[src/sv/hblac_pkg.sv]
//------------------------------------------------------------------------------
// hblac_pkg
// Shared types and constants of the H-bridge limit and autostop controller.
//------------------------------------------------------------------------------
`default_nettype none

package hblac_pkg;

   // Width of the elapsed-time counter and of the armed run limit.
   localparam int TIME_WIDTH = 16;
   localparam logic [TIME_WIDTH-1:0] TIME_MAX = {TIME_WIDTH{1'b1}};

   localparam int DURATION_WIDTH = 16;
   localparam int STEP_WIDTH     = 8;
   localparam int CSR_DATA_WIDTH = 16;
   localparam int CSR_IDX_WIDTH  = 1;

   localparam logic [DURATION_WIDTH-1:0] DURATION_RESET = 16'd2000;
   localparam logic [STEP_WIDTH-1:0]     STEP_RESET     = 8'd10;

   typedef enum logic [1:0] {
      OP_COMMAND = 2'd0,
      OP_TICK    = 2'd1,
      OP_UPPER   = 2'd2,
      OP_LOWER   = 2'd3
   } op_type;

   typedef enum logic [CSR_IDX_WIDTH-1:0] {
      CSR_DURATION = 1'd0,
      CSR_STEP     = 1'd1
   } csr_index_type;

   localparam logic [1:0] DIR_STOP  = 2'd0;
   localparam logic [1:0] DIR_UP    = 2'd1;
   localparam logic [1:0] DIR_DOWN  = 2'd2;
   // Unused direction code; a command with it acts as stop.
   localparam logic [1:0] DIR_SPARE = 2'd3;

   // Pin vector layout: enable, pin A, pin B.
   localparam int PIN_EN = 0;
   localparam int PIN_A  = 1;
   localparam int PIN_B  = 2;

   typedef struct packed {
      logic moving_down;
      logic moving_up;
      logic drive_b;
      logic drive_a;
      logic motor_enable;
   } result_type;

endpackage

`default_nettype wire

[src/sv/hbridge_limit_autostop_control_top.sv]
//------------------------------------------------------------------------------
// hbridge_limit_autostop_control_top
// H-bridge controller with two limit switches and a timed autostop.
//------------------------------------------------------------------------------
// Usage:
//   Requests arrive on the req_ stream: req_tuser carries the kind (motor
//   command, timer tick, upper or lower limit update) and req_tdata the
//   direction, autostop flag and switch level. Each request yields exactly
//   one result on the rsp_ stream with the pin levels and moving flags as
//   they stand after that request.
//   The state update and the result are computed combinationally and captured
//   in the result register, so a result appears in the cycle after its request
//   is accepted. One request is accepted per cycle as long as the result
//   register is empty or is being emptied in the same cycle; a stalled
//   receiver holds the result and stalls req_tready until it is taken.
//   The csr_ channel writes the autostop duration (index 0) and the tick
//   step (index 1); it is always ready.
//   A synchronous reset stops the motor, clears the switch levels, the
//   elapsed counter and the run limit, restores the register defaults and
//   empties the result register.
//------------------------------------------------------------------------------
`default_nettype none

module hbridge_limit_autostop_control_top (
   input  wire logic                                 clock,
   input  wire logic                                 reset,
   input  wire logic                                 req_tvalid,
   output logic                                      req_tready,
   // [1:0] direction, [2] autostop, [3] limit_active, [7:4] zero
   input  wire logic [7:0]                           req_tdata,
   // [1:0] op
   input  wire logic [1:0]                           req_tuser,
   output logic                                      rsp_tvalid,
   input  wire logic                                 rsp_tready,
   // [0] motor_enable, [1] drive_a, [2] drive_b, [3] moving_up,
   // [4] moving_down, [7:5] zero
   output logic [7:0]                                rsp_tdata,
   input  wire logic                                 csr_valid,
   output logic                                      csr_ready,
   input  wire logic [hblac_pkg::CSR_IDX_WIDTH-1:0]  csr_index,
   input  wire logic [hblac_pkg::CSR_DATA_WIDTH-1:0] csr_data
);
   import hblac_pkg::*;

   localparam int WIDE = TIME_WIDTH + DURATION_WIDTH;

   logic [DURATION_WIDTH-1:0] duration_ff;
   logic [STEP_WIDTH-1:0]     step_ff;

   logic                  upward_ff,   upward_in;
   logic                  downward_ff, downward_in;
   logic                  upper_sw_ff, upper_sw_in;
   logic                  lower_sw_ff, lower_sw_in;
   logic [2:0]            pins_ff,     pins_in;
   logic [TIME_WIDTH-1:0] elapsed_ff,  elapsed_in;
   logic [TIME_WIDTH-1:0] limit_ff,    limit_in;

   logic       rsp_valid_ff;
   result_type rsp_data_ff, rsp_data_in;

   logic                  req_accept;
   op_type                op;
   logic [1:0]            direction;
   logic                  autostop;
   logic                  level;
   logic [TIME_WIDTH:0]   tick_sum;
   logic [TIME_WIDTH-1:0] tick_elapsed;
   logic [WIDE-1:0]       duration_wide;
   logic [TIME_WIDTH-1:0] armed_limit;

   assign op        = op_type'(req_tuser);
   assign direction = req_tdata[1:0];
   assign autostop  = req_tdata[2];
   assign level     = req_tdata[3];

   assign req_tready = !rsp_valid_ff || rsp_tready;
   assign req_accept = req_tvalid && req_tready;
   assign csr_ready  = 1'b1;

   assign tick_sum      = {1'b0, elapsed_ff} + (TIME_WIDTH+1)'(step_ff);
   assign tick_elapsed  = tick_sum[TIME_WIDTH] ? TIME_MAX : tick_sum[TIME_WIDTH-1:0];
   assign duration_wide = WIDE'(duration_ff);
   assign armed_limit   = (duration_wide > WIDE'(TIME_MAX)) ? TIME_MAX
                                                            : TIME_WIDTH'(duration_wide);

   always_comb begin
      upward_in   = upward_ff;
      downward_in = downward_ff;
      upper_sw_in = upper_sw_ff;
      lower_sw_in = lower_sw_ff;
      pins_in     = pins_ff;
      elapsed_in  = elapsed_ff;
      limit_in    = limit_ff;
      case (op)
         OP_COMMAND: begin
            pins_in[PIN_EN] = 1'b0;
            if (direction == DIR_UP) begin
               if (!upper_sw_ff) begin
                  upward_in   = 1'b1;
                  downward_in = 1'b0;
                  pins_in     = 3'b011;
               end
            end else if (direction == DIR_DOWN) begin
               if (!lower_sw_ff) begin
                  upward_in   = 1'b0;
                  downward_in = 1'b1;
                  pins_in     = 3'b101;
               end
            end else begin
               // Stop and the unused direction code both halt the motor.
               upward_in   = 1'b0;
               downward_in = 1'b0;
               pins_in     = 3'b000;
            end
            if (autostop) begin
               elapsed_in = '0;
               limit_in   = armed_limit;
            end else begin
               limit_in = '0;
            end
         end
         OP_TICK: begin
            elapsed_in = tick_elapsed;
            if (limit_ff != '0 && tick_elapsed >= limit_ff) begin
               upward_in   = 1'b0;
               downward_in = 1'b0;
               pins_in     = 3'b000;
               limit_in    = '0;
               elapsed_in  = '0;
            end
         end
         OP_UPPER: begin
            upper_sw_in = level;
            if (level && !downward_ff) begin
               upward_in   = 1'b0;
               downward_in = 1'b0;
               pins_in     = 3'b000;
            end
         end
         OP_LOWER: begin
            lower_sw_in = level;
            if (level && !upward_ff) begin
               upward_in   = 1'b0;
               downward_in = 1'b0;
               pins_in     = 3'b000;
            end
         end
         default: begin
            pins_in = pins_ff;
         end
      endcase
      rsp_data_in.motor_enable = pins_in[PIN_EN];
      rsp_data_in.drive_a      = pins_in[PIN_A];
      rsp_data_in.drive_b      = pins_in[PIN_B];
      rsp_data_in.moving_up    = upward_in;
      rsp_data_in.moving_down  = downward_in;
   end

   always_ff @(posedge clock) begin
      if (reset) begin
         duration_ff  <= DURATION_RESET;
         step_ff      <= STEP_RESET;
         upward_ff    <= 1'b0;
         downward_ff  <= 1'b0;
         upper_sw_ff  <= 1'b0;
         lower_sw_ff  <= 1'b0;
         pins_ff      <= 3'b000;
         elapsed_ff   <= '0;
         limit_ff     <= '0;
         rsp_valid_ff <= 1'b0;
      end else begin
         if (csr_valid && csr_ready) begin
            case (csr_index_type'(csr_index))
               CSR_DURATION: duration_ff <= csr_data[DURATION_WIDTH-1:0];
               CSR_STEP:     step_ff     <= csr_data[STEP_WIDTH-1:0];
               default:      step_ff     <= step_ff;
            endcase
         end
         if (req_accept) begin
            upward_ff    <= upward_in;
            downward_ff  <= downward_in;
            upper_sw_ff  <= upper_sw_in;
            lower_sw_ff  <= lower_sw_in;
            pins_ff      <= pins_in;
            elapsed_ff   <= elapsed_in;
            limit_ff     <= limit_in;
            rsp_valid_ff <= 1'b1;
         end else if (rsp_tready) begin
            rsp_valid_ff <= 1'b0;
         end
      end
   end

   always_ff @(posedge clock) begin
      if (req_accept) begin
         rsp_data_ff <= rsp_data_in;
      end
   end

   assign rsp_tvalid = rsp_valid_ff;
   assign rsp_tdata  = {3'b000, rsp_data_ff};

   // The bridge is never enabled with both or neither direction pin high.
   assert property (@(posedge clock) disable iff (reset)
      pins_ff[PIN_EN] |-> $onehot(pins_ff[PIN_B:PIN_A]))
      else $error("enable high without exactly one direction pin");

   assert property (@(posedge clock) disable iff (reset)
      !(upward_ff && downward_ff))
      else $error("moving up and down at once");

   // An enabled pin A matches the upward flag that set it.
   assert property (@(posedge clock) disable iff (reset)
      (pins_ff[PIN_EN] && pins_ff[PIN_A]) |-> upward_ff)
      else $error("pin A enabled without the upward flag");

   // An armed limit is cleared as soon as the elapsed count reaches it.
   assert property (@(posedge clock) disable iff (reset)
      (limit_ff != '0) |-> (elapsed_ff < limit_ff))
      else $error("armed run limit reached but not disarmed");

endmodule

`default_nettype wire
[config.mk]
export PLATFORM = sky130hd
export DESIGN_NAME = hbridge_limit_autostop_control_top
export DESIGN_NICKNAME = d
export VERILOG_FILES = /design/src/sv/hblac_pkg.sv /design/src/sv/hbridge_limit_autostop_control_top.sv
export SDC_FILE = /design/constraint.sdc
export NUM_CORES = 1
export LEC_CHECK = 0
export ABC_AREA = 1
export BUFFER_PORTS_ARGS = -buffer_cell sky130_fd_sc_hd__buf_2
export CAP_MARGIN = 10
export CORE_ASPECT_RATIO = 2
export CORE_MARGIN = 2
export CORE_UTILIZATION = 55
export DETAILED_ROUTE_END_ITERATION = 8
export PLACE_DENSITY = 0.75
export SETUP_SLACK_MARGIN = 0.5
export SLEW_MARGIN = 20
export SYNTH_ARGS = -nofsm -noshare
export SYNTH_HDL_FRONTEND = slang
export SYNTH_SLANG_ARGS = --single-unit
[constraint.sdc]
create_clock -name clock -period 7.8 [get_ports clock]
set_input_delay 0.78 -clock clock [delete_from_list [all_inputs] [get_ports clock]]
set_output_delay 0.78 -clock clock [all_outputs]
set_load 0.1 [all_outputs]
# ---- Yosys cells after proc, flatten, opt, wreduce, memory -nomap -nowiden
# Cells that the tools add are included.
dict set report op_classes {
  muxes 34
  n_reduce_logical 18
  bitwise_logic 1
  order_cmp 2
  add_sub_neg 1
  n_eq_ne 7
}
# op count
set ops {}
lappend ops {{2-to-1 mux 16 bit} 6}
lappend ops {{one-hot mux 16 bit (2 select lines)} 2}
lappend ops {{2-to-1 mux 3 bit} 7}
lappend ops {{adder 16 x 8 -> 17 bit} 1}
lappend ops {{greater-or-equal comparator 16 bit} 1}
lappend ops {{> comparator 16 bit, second input constant} 1}
lappend ops {{2-to-1 mux 1 bit} 16}
lappend ops {{nonzero test 16 bit} 1}
lappend ops {{one-hot mux 3 bit (4 select lines)} 1}
lappend ops {{one-hot mux 1 bit (4 select lines)} 2}
lappend ops {{AND reduction 2 bit} 4}
lappend ops {{== test 2 bit, second input constant} 3}
lappend ops {{AND reduction 3 bit} 2}
lappend ops {{== test 2 x 1 -> 1 bit, second input constant} 2}
lappend ops {{logical AND 1 bit} 4}
lappend ops {{!= test 2 bit, second input constant} 2}
lappend ops {{nonzero test 2 bit} 2}
lappend ops {{zero test 1 bit} 3}
lappend ops {{zero test 2 bit} 1}
lappend ops {{logical OR 1 bit} 1}
lappend ops {{NOT 1 bit} 1}
dict set report totals {
  output_inout_bits 11
  reg_bits 69
  word_cells 78
  input_bits 32
}

# ---- Logic depth before layout (Yosys ltp)
dict set report logic_depth {
  word_depth 6
  ltp_mapped 28
}

# ---- Worst setup path before layout
# Ideal clock, no wire load.
dict set report synth_path {
  path_kind {register -> register}
  start {reg step_ff[0]}
  end {reg elapsed_ff[10]}
  path_buffers 2
  path_stages_with_launch 23
  setup_time_ns 0.070
  arrival_time_ns 2.978
  setup_slack_ns 4.751
  period_less_slack_ns 3.049
  cell_sequence {dfxtp_1 ha_1 fa_1 nand2_1 nor2_1 nor2_2 inv_2 nand3_1 nand2_2 nand2_4 buf_6 nand3_2 ha_1 a21oi_1 o21ai_0 a21oi_1 nand2_2 nand2_4 nand2_4 nor2_8 buf_8 nand2_2 a21oi_2}
}
dict set report synth_via {
  elab_chain_len 6
}
# item line_no
set synth_rtl {}
lappend synth_rtl {{start, declared} hbridge_limit_autostop_control_top.sv:48} ;# logic [STEP_WIDTH-1:0] step_ff;
lappend synth_rtl {{start signal, assigned} hbridge_limit_autostop_control_top.sv:175} ;# CSR_STEP: step_ff <= csr_data[STEP_WIDTH-1:0];
lappend synth_rtl {{start signal, assigned} hbridge_limit_autostop_control_top.sv:176} ;# default: step_ff <= step_ff;
lappend synth_rtl {{adder 16 x 8 -> 17 bit (*)} hbridge_limit_autostop_control_top.sv:80} ;# assign tick_sum = {1'b0, elapsed_ff} + (TIME_WIDTH+1)'(step_ff);
lappend synth_rtl {{2-to-1 mux 16 bit (*)} hbridge_limit_autostop_control_top.sv:81} ;# assign tick_elapsed = tick_sum[TIME_WIDTH] ? TIME_MAX : tick_sum[TIME_WIDTH-1:0];
lappend synth_rtl {{greater-or-equal comparator 16 bit} hbridge_limit_autostop_control_top.sv:124} ;# if (limit_ff != '0 && tick_elapsed >= limit_ff) begin
lappend synth_rtl {{logical AND 1 bit} hbridge_limit_autostop_control_top.sv:124}
lappend synth_rtl {{2-to-1 mux 16 bit (*)} hbridge_limit_autostop_control_top.sv:124}
lappend synth_rtl {{one-hot mux 16 bit (2 select lines) (*)} hbridge_limit_autostop_control_top.sv:94} ;# case (op)
lappend synth_rtl {{end signal, assigned} hbridge_limit_autostop_control_top.sv:185} ;# elapsed_ff <= elapsed_in;
lappend synth_rtl {{end, declared} hbridge_limit_autostop_control_top.sv:55} ;# logic [TIME_WIDTH-1:0] elapsed_ff, elapsed_in;
# Every way passes the cells marked *; elsewhere a longest branch is shown, timed or not.
# A chain may end at the register's enable or synchronous reset.

# ---- Final worst setup path
dict set report layout_path {
  start {reg step_ff[0]}
  end {reg elapsed_ff[4]}
}
# Same word-level chain as after synthesis.

==> run_results.csv <==
group,metric,value,unit
status,status,"complete, no violations",
sta,hold_viol_final,0,
pwr,power_frac_comb,14.7,%
worst_hold_path,hold_depth,2,
sta,final.period_utilization,48.02,%
placed_design,port_buffers,34,
floorplanning,ios,43,
sta,finalCriticalPeriod,3.745,ns
worst_setup_path,r2r_cells,25,
clock_network,clock_sinks,69,
grt,grt_pass1_wl,16.79,mm
sta,worst_slew_pin_slew,0.9809,ns
clock_network,clockBufferDepth,2,
sta,rsz0062_at_grt,"false",
placed_design,place_hpwl,7.219,mm
pwr,clkPwrFrac,45.7,%
grt,grt_overflow,0,
worst_setup_path,cp-start-kind,"register",
clock_network,cts_buffers,9,
placed_design,dp_slack,4.083,ns
pwr,seqPwrFrac,39.6,%
drt,m1WireLength,3.686,mm
pwr,power_density,208.8,nW/µm²
drt,highest_layer,"met4",
floorplanning,die_area,8294,µm²
grt,grt_antenna_before_repair,0,
clock_network,cts_setup_buffers,0,
layout,antennaDiodeCount,0,
worst_setup_path,worst-setup-path-type,"reg -> reg",
worst_setup_path,critical_path_required,8.06,ns
synth,syn_area_per_cell,7.102,µm²
floorplanning,die_h,126.8,µm
sta,setup_tns,0,ns
placed_design,gp_congestion,0.8675,
worst_setup_path,cp-end-kind,"register",
clock_network,h-tree-depth,3,
clock_network,clkTransAtPathRegs,0.06,ns
drt,wl_per_cell,13.84,µm
floorplanning,die_x,65.41,µm
drt,dr_wl_met3,321,µm
drt,vias_per_cell,5.492,
layout,layout-drive-gt1-share,15.82,%
synth,synthArstFlopShare,0,%
sta,maxSlewHeadroom,34.60,%
synth,ys.flop_type,"dfxtp_1",
synth,synth_edf_count,5,
grt,grt_max_degree,41,
sta,fmax,0.2670,GHz
layout,area_growth,11.49,%
clock_network,cts_root_buf,"clkbuf_16",
grt,grt_usage,25.82,%
job,drv_cap,0,
worst_setup_path,crit_fanout,16,
drt,route.detailed.drc,0,
clock_network,clk_latency,0.34,ns
clock_network,cts-hold-fix-buffers,0,
sta,clock_skew,0.007006,ns
drt,ant_nets,0,
synth,synth_seq_cells,69,
worst_hold_path,hold_class,"reg -> reg",
synth,syn_area,4148,µm²
pwr,leakage,2.124,nW
floorplanning,initial_core_util,57.08,%
floorplanning,core_area,7267,µm²
synth,yosysSeqAreaShare,34.51,%
worst_setup_path,crit_arrival,4.00,ns
sta,timing.final.ws_setup,4.055,ns
floorplanning,fp-row-count,44,
layout,utilization,63.64,%
drt,detail_route.wirelength,9.758,mm
grt,grt_pass1_vias,3920,
clock_network,ctsResizeCount,0,
drt,wl_met2,5.336,mm
drt,vias,3872,
pwr,intPower,0.0006922,W
pwr,ir_worst_vdd,0.0002087,V
synth,syn_inst,584,
sta,setup_viol,0,
synth,synth_warnings,0,
pwr,p_switching,0.0002733,W
drt,drt_pass1_iterations,4,
pwr,swShare,28.31,%
synth,synth_cell_types,40,
clock_network,cts_tree,"built",
drt,drtIter0Drc,243,
layout,fin_nets,665,
sta,slew_viol_final,0,
[power groups by stage]
stage / Sequential, W / Clock (W) / Combinational (W)
global placement: 0.000389 / 0 / 0.000136
finish: 0.000382 / 0.000441 / 0.000142
global route: 0.000383 / 0.000464 / 0.000157
CTS: 0.000382 / 0.000447 / 0.000142
floorplan: 0.000405 / 0 / 0.0000973
detailed placement: 0.000389 / 0 / 0.000140
[critical path, stage by stage, from the launching register on]
cell and delay [ns]:
dfxtp_1 0.32, ha_1 0.25, fa_1 0.39, nand2_1 0.11, nor2_1 0.05, nor2_2 0.20, inv_2 0.05, nand3_1 0.08
nand2_2 0.09, nand2_4 0.21, inv_2 0.06, or2_1 0.24, ha_1 0.30, nand2_1 0.07, nand2_1 0.06, nand2_1 0.06
nand2_1 0.07, nand2_1 0.06, nand2_1 0.07, nand2_1 0.08, nand2_2 0.06, nand2_4 0.13, nand2_4 0.08, nor2_8 0.31
nand2_1 0.09, a21oi_1 0.15
[cell type report]
cell class	instances	area, µm²
Sequential cell	69	1431
Clock inverter	7	98.84
Fill cell	709	2643
Multi-Input combinational cell	424	2321
Clock buffer	9	225.2
Tap cell	92	115.1
Timing Repair Buffer	34	170.2
Inverter	70	262.8
[per-layer routing]
| metal | vias to the layer above | global-route usage (%) |
|---|---|---|
| li1 | 1967 | - |
| met1 | 1769 | 25.90 |
| met2 | 102 | 47.00 |
| met3 | 34 | 5.319 |
| met4 | 0 | 15.56 |
| met5 | - | 0 |
[cell usage after synthesis, types with 3 or more instances]
cell type	n	area, µm²
nand2_2	14	87.58
a21oi_2	10	87.58
ha_1	24	300.3
nor2_1	54	202.7
inv_2	3	11.26
o21ai_0	30	150.1
nand2_1	121	454.2
buf_4	5	37.54
nand3_2	6	60.06
nand4_1	11	68.82
buf_2	7	35.03
nor3_1	9	45.04
edfxtp_1	5	150.1
o31ai_1	3	22.52
dfxtp_1	64	1281
nand3_1	59	295.3
a21oi_1	50	250.2
clkbuf_1	8	30.03
inv_1	66	247.7
nand2_4	5	56.30
[logic make-up (layout without fill, tap and decap cells)]
kind of cell    count (synthesis)  in the layout  synth area share (%)
simple gates                  292            292                 33.66
fa+ha+maj                      25             25                 7.723
compound gates                101            101                 13.79
xor+xnor                        2              2                0.4224
flops                          69             69                 34.51
other cells                     2              4                0.1811
buf+inv                        93            120                 9.713
[cells in the final DEF (no fill, tap or decap), types with 2 or more instances in the layout]
cell        count
ha_1           24
o21a_1          2
nor2_2          2
o211ai_1        2
clkinvlp_4      2
a21o_1          2
o21ai_0        30
clkinv_4        2
nand3b_2        2
nor2_8          2
conb_1          4
nand3_2         6
o31ai_1         3
edfxtp_1        5
nor2_1         54
bufinv_16       2
or2_1           2
nand4_1        11
nand2_4         5
dfxtp_1        64
nand3_1        59
nand2_2        14
nand2_1       121
nor3_1          9
buf_2          34
nor4_1          2
a21oi_1        50
inv_1          66
clkbuf_16       9
a21oi_2        10
inv_2           3
[registers in the layout, summed over array words and instances, names as in the netlist]
register     flops
downward_ff      1
rsp_tvalid       1
step_ff          8
elapsed_ff      16
limit_ff        16
upper_sw_ff      1
rsp_tdata        5
lower_sw_ff      1
duration_ff     16
pins_ff          3
upward_ff        1
[path summary, 6_finish.rpt]
check | slack [ns] | endpoint | startpoint
worst max-delay path | 4.05 | elapsed_ff[4] | step_ff[0]
worst min-delay path | 0.45 | duration_ff[8] | duration_ff[8]
worst max register to register | 4.05 | elapsed_ff[4] | step_ff[0]
worst min register to register | 0.45 | duration_ff[8] | duration_ff[8]
[through the flow]
step	instances	total power [W]	hold WS [ns]	area (µm²)
global route	705	0.001005	0.4759	4624
finish	705	0.0009656	0.4511	4624
global placement	689	0.0005253	0.4416	4300
detailed placement	689	0.0005294	0.4423	4300
floorplan	586	0.0005022	0.4287	4155
CTS	705	0.0009712	0.4567	4624
No activity file was read; power rests on OpenSTA's default activity.
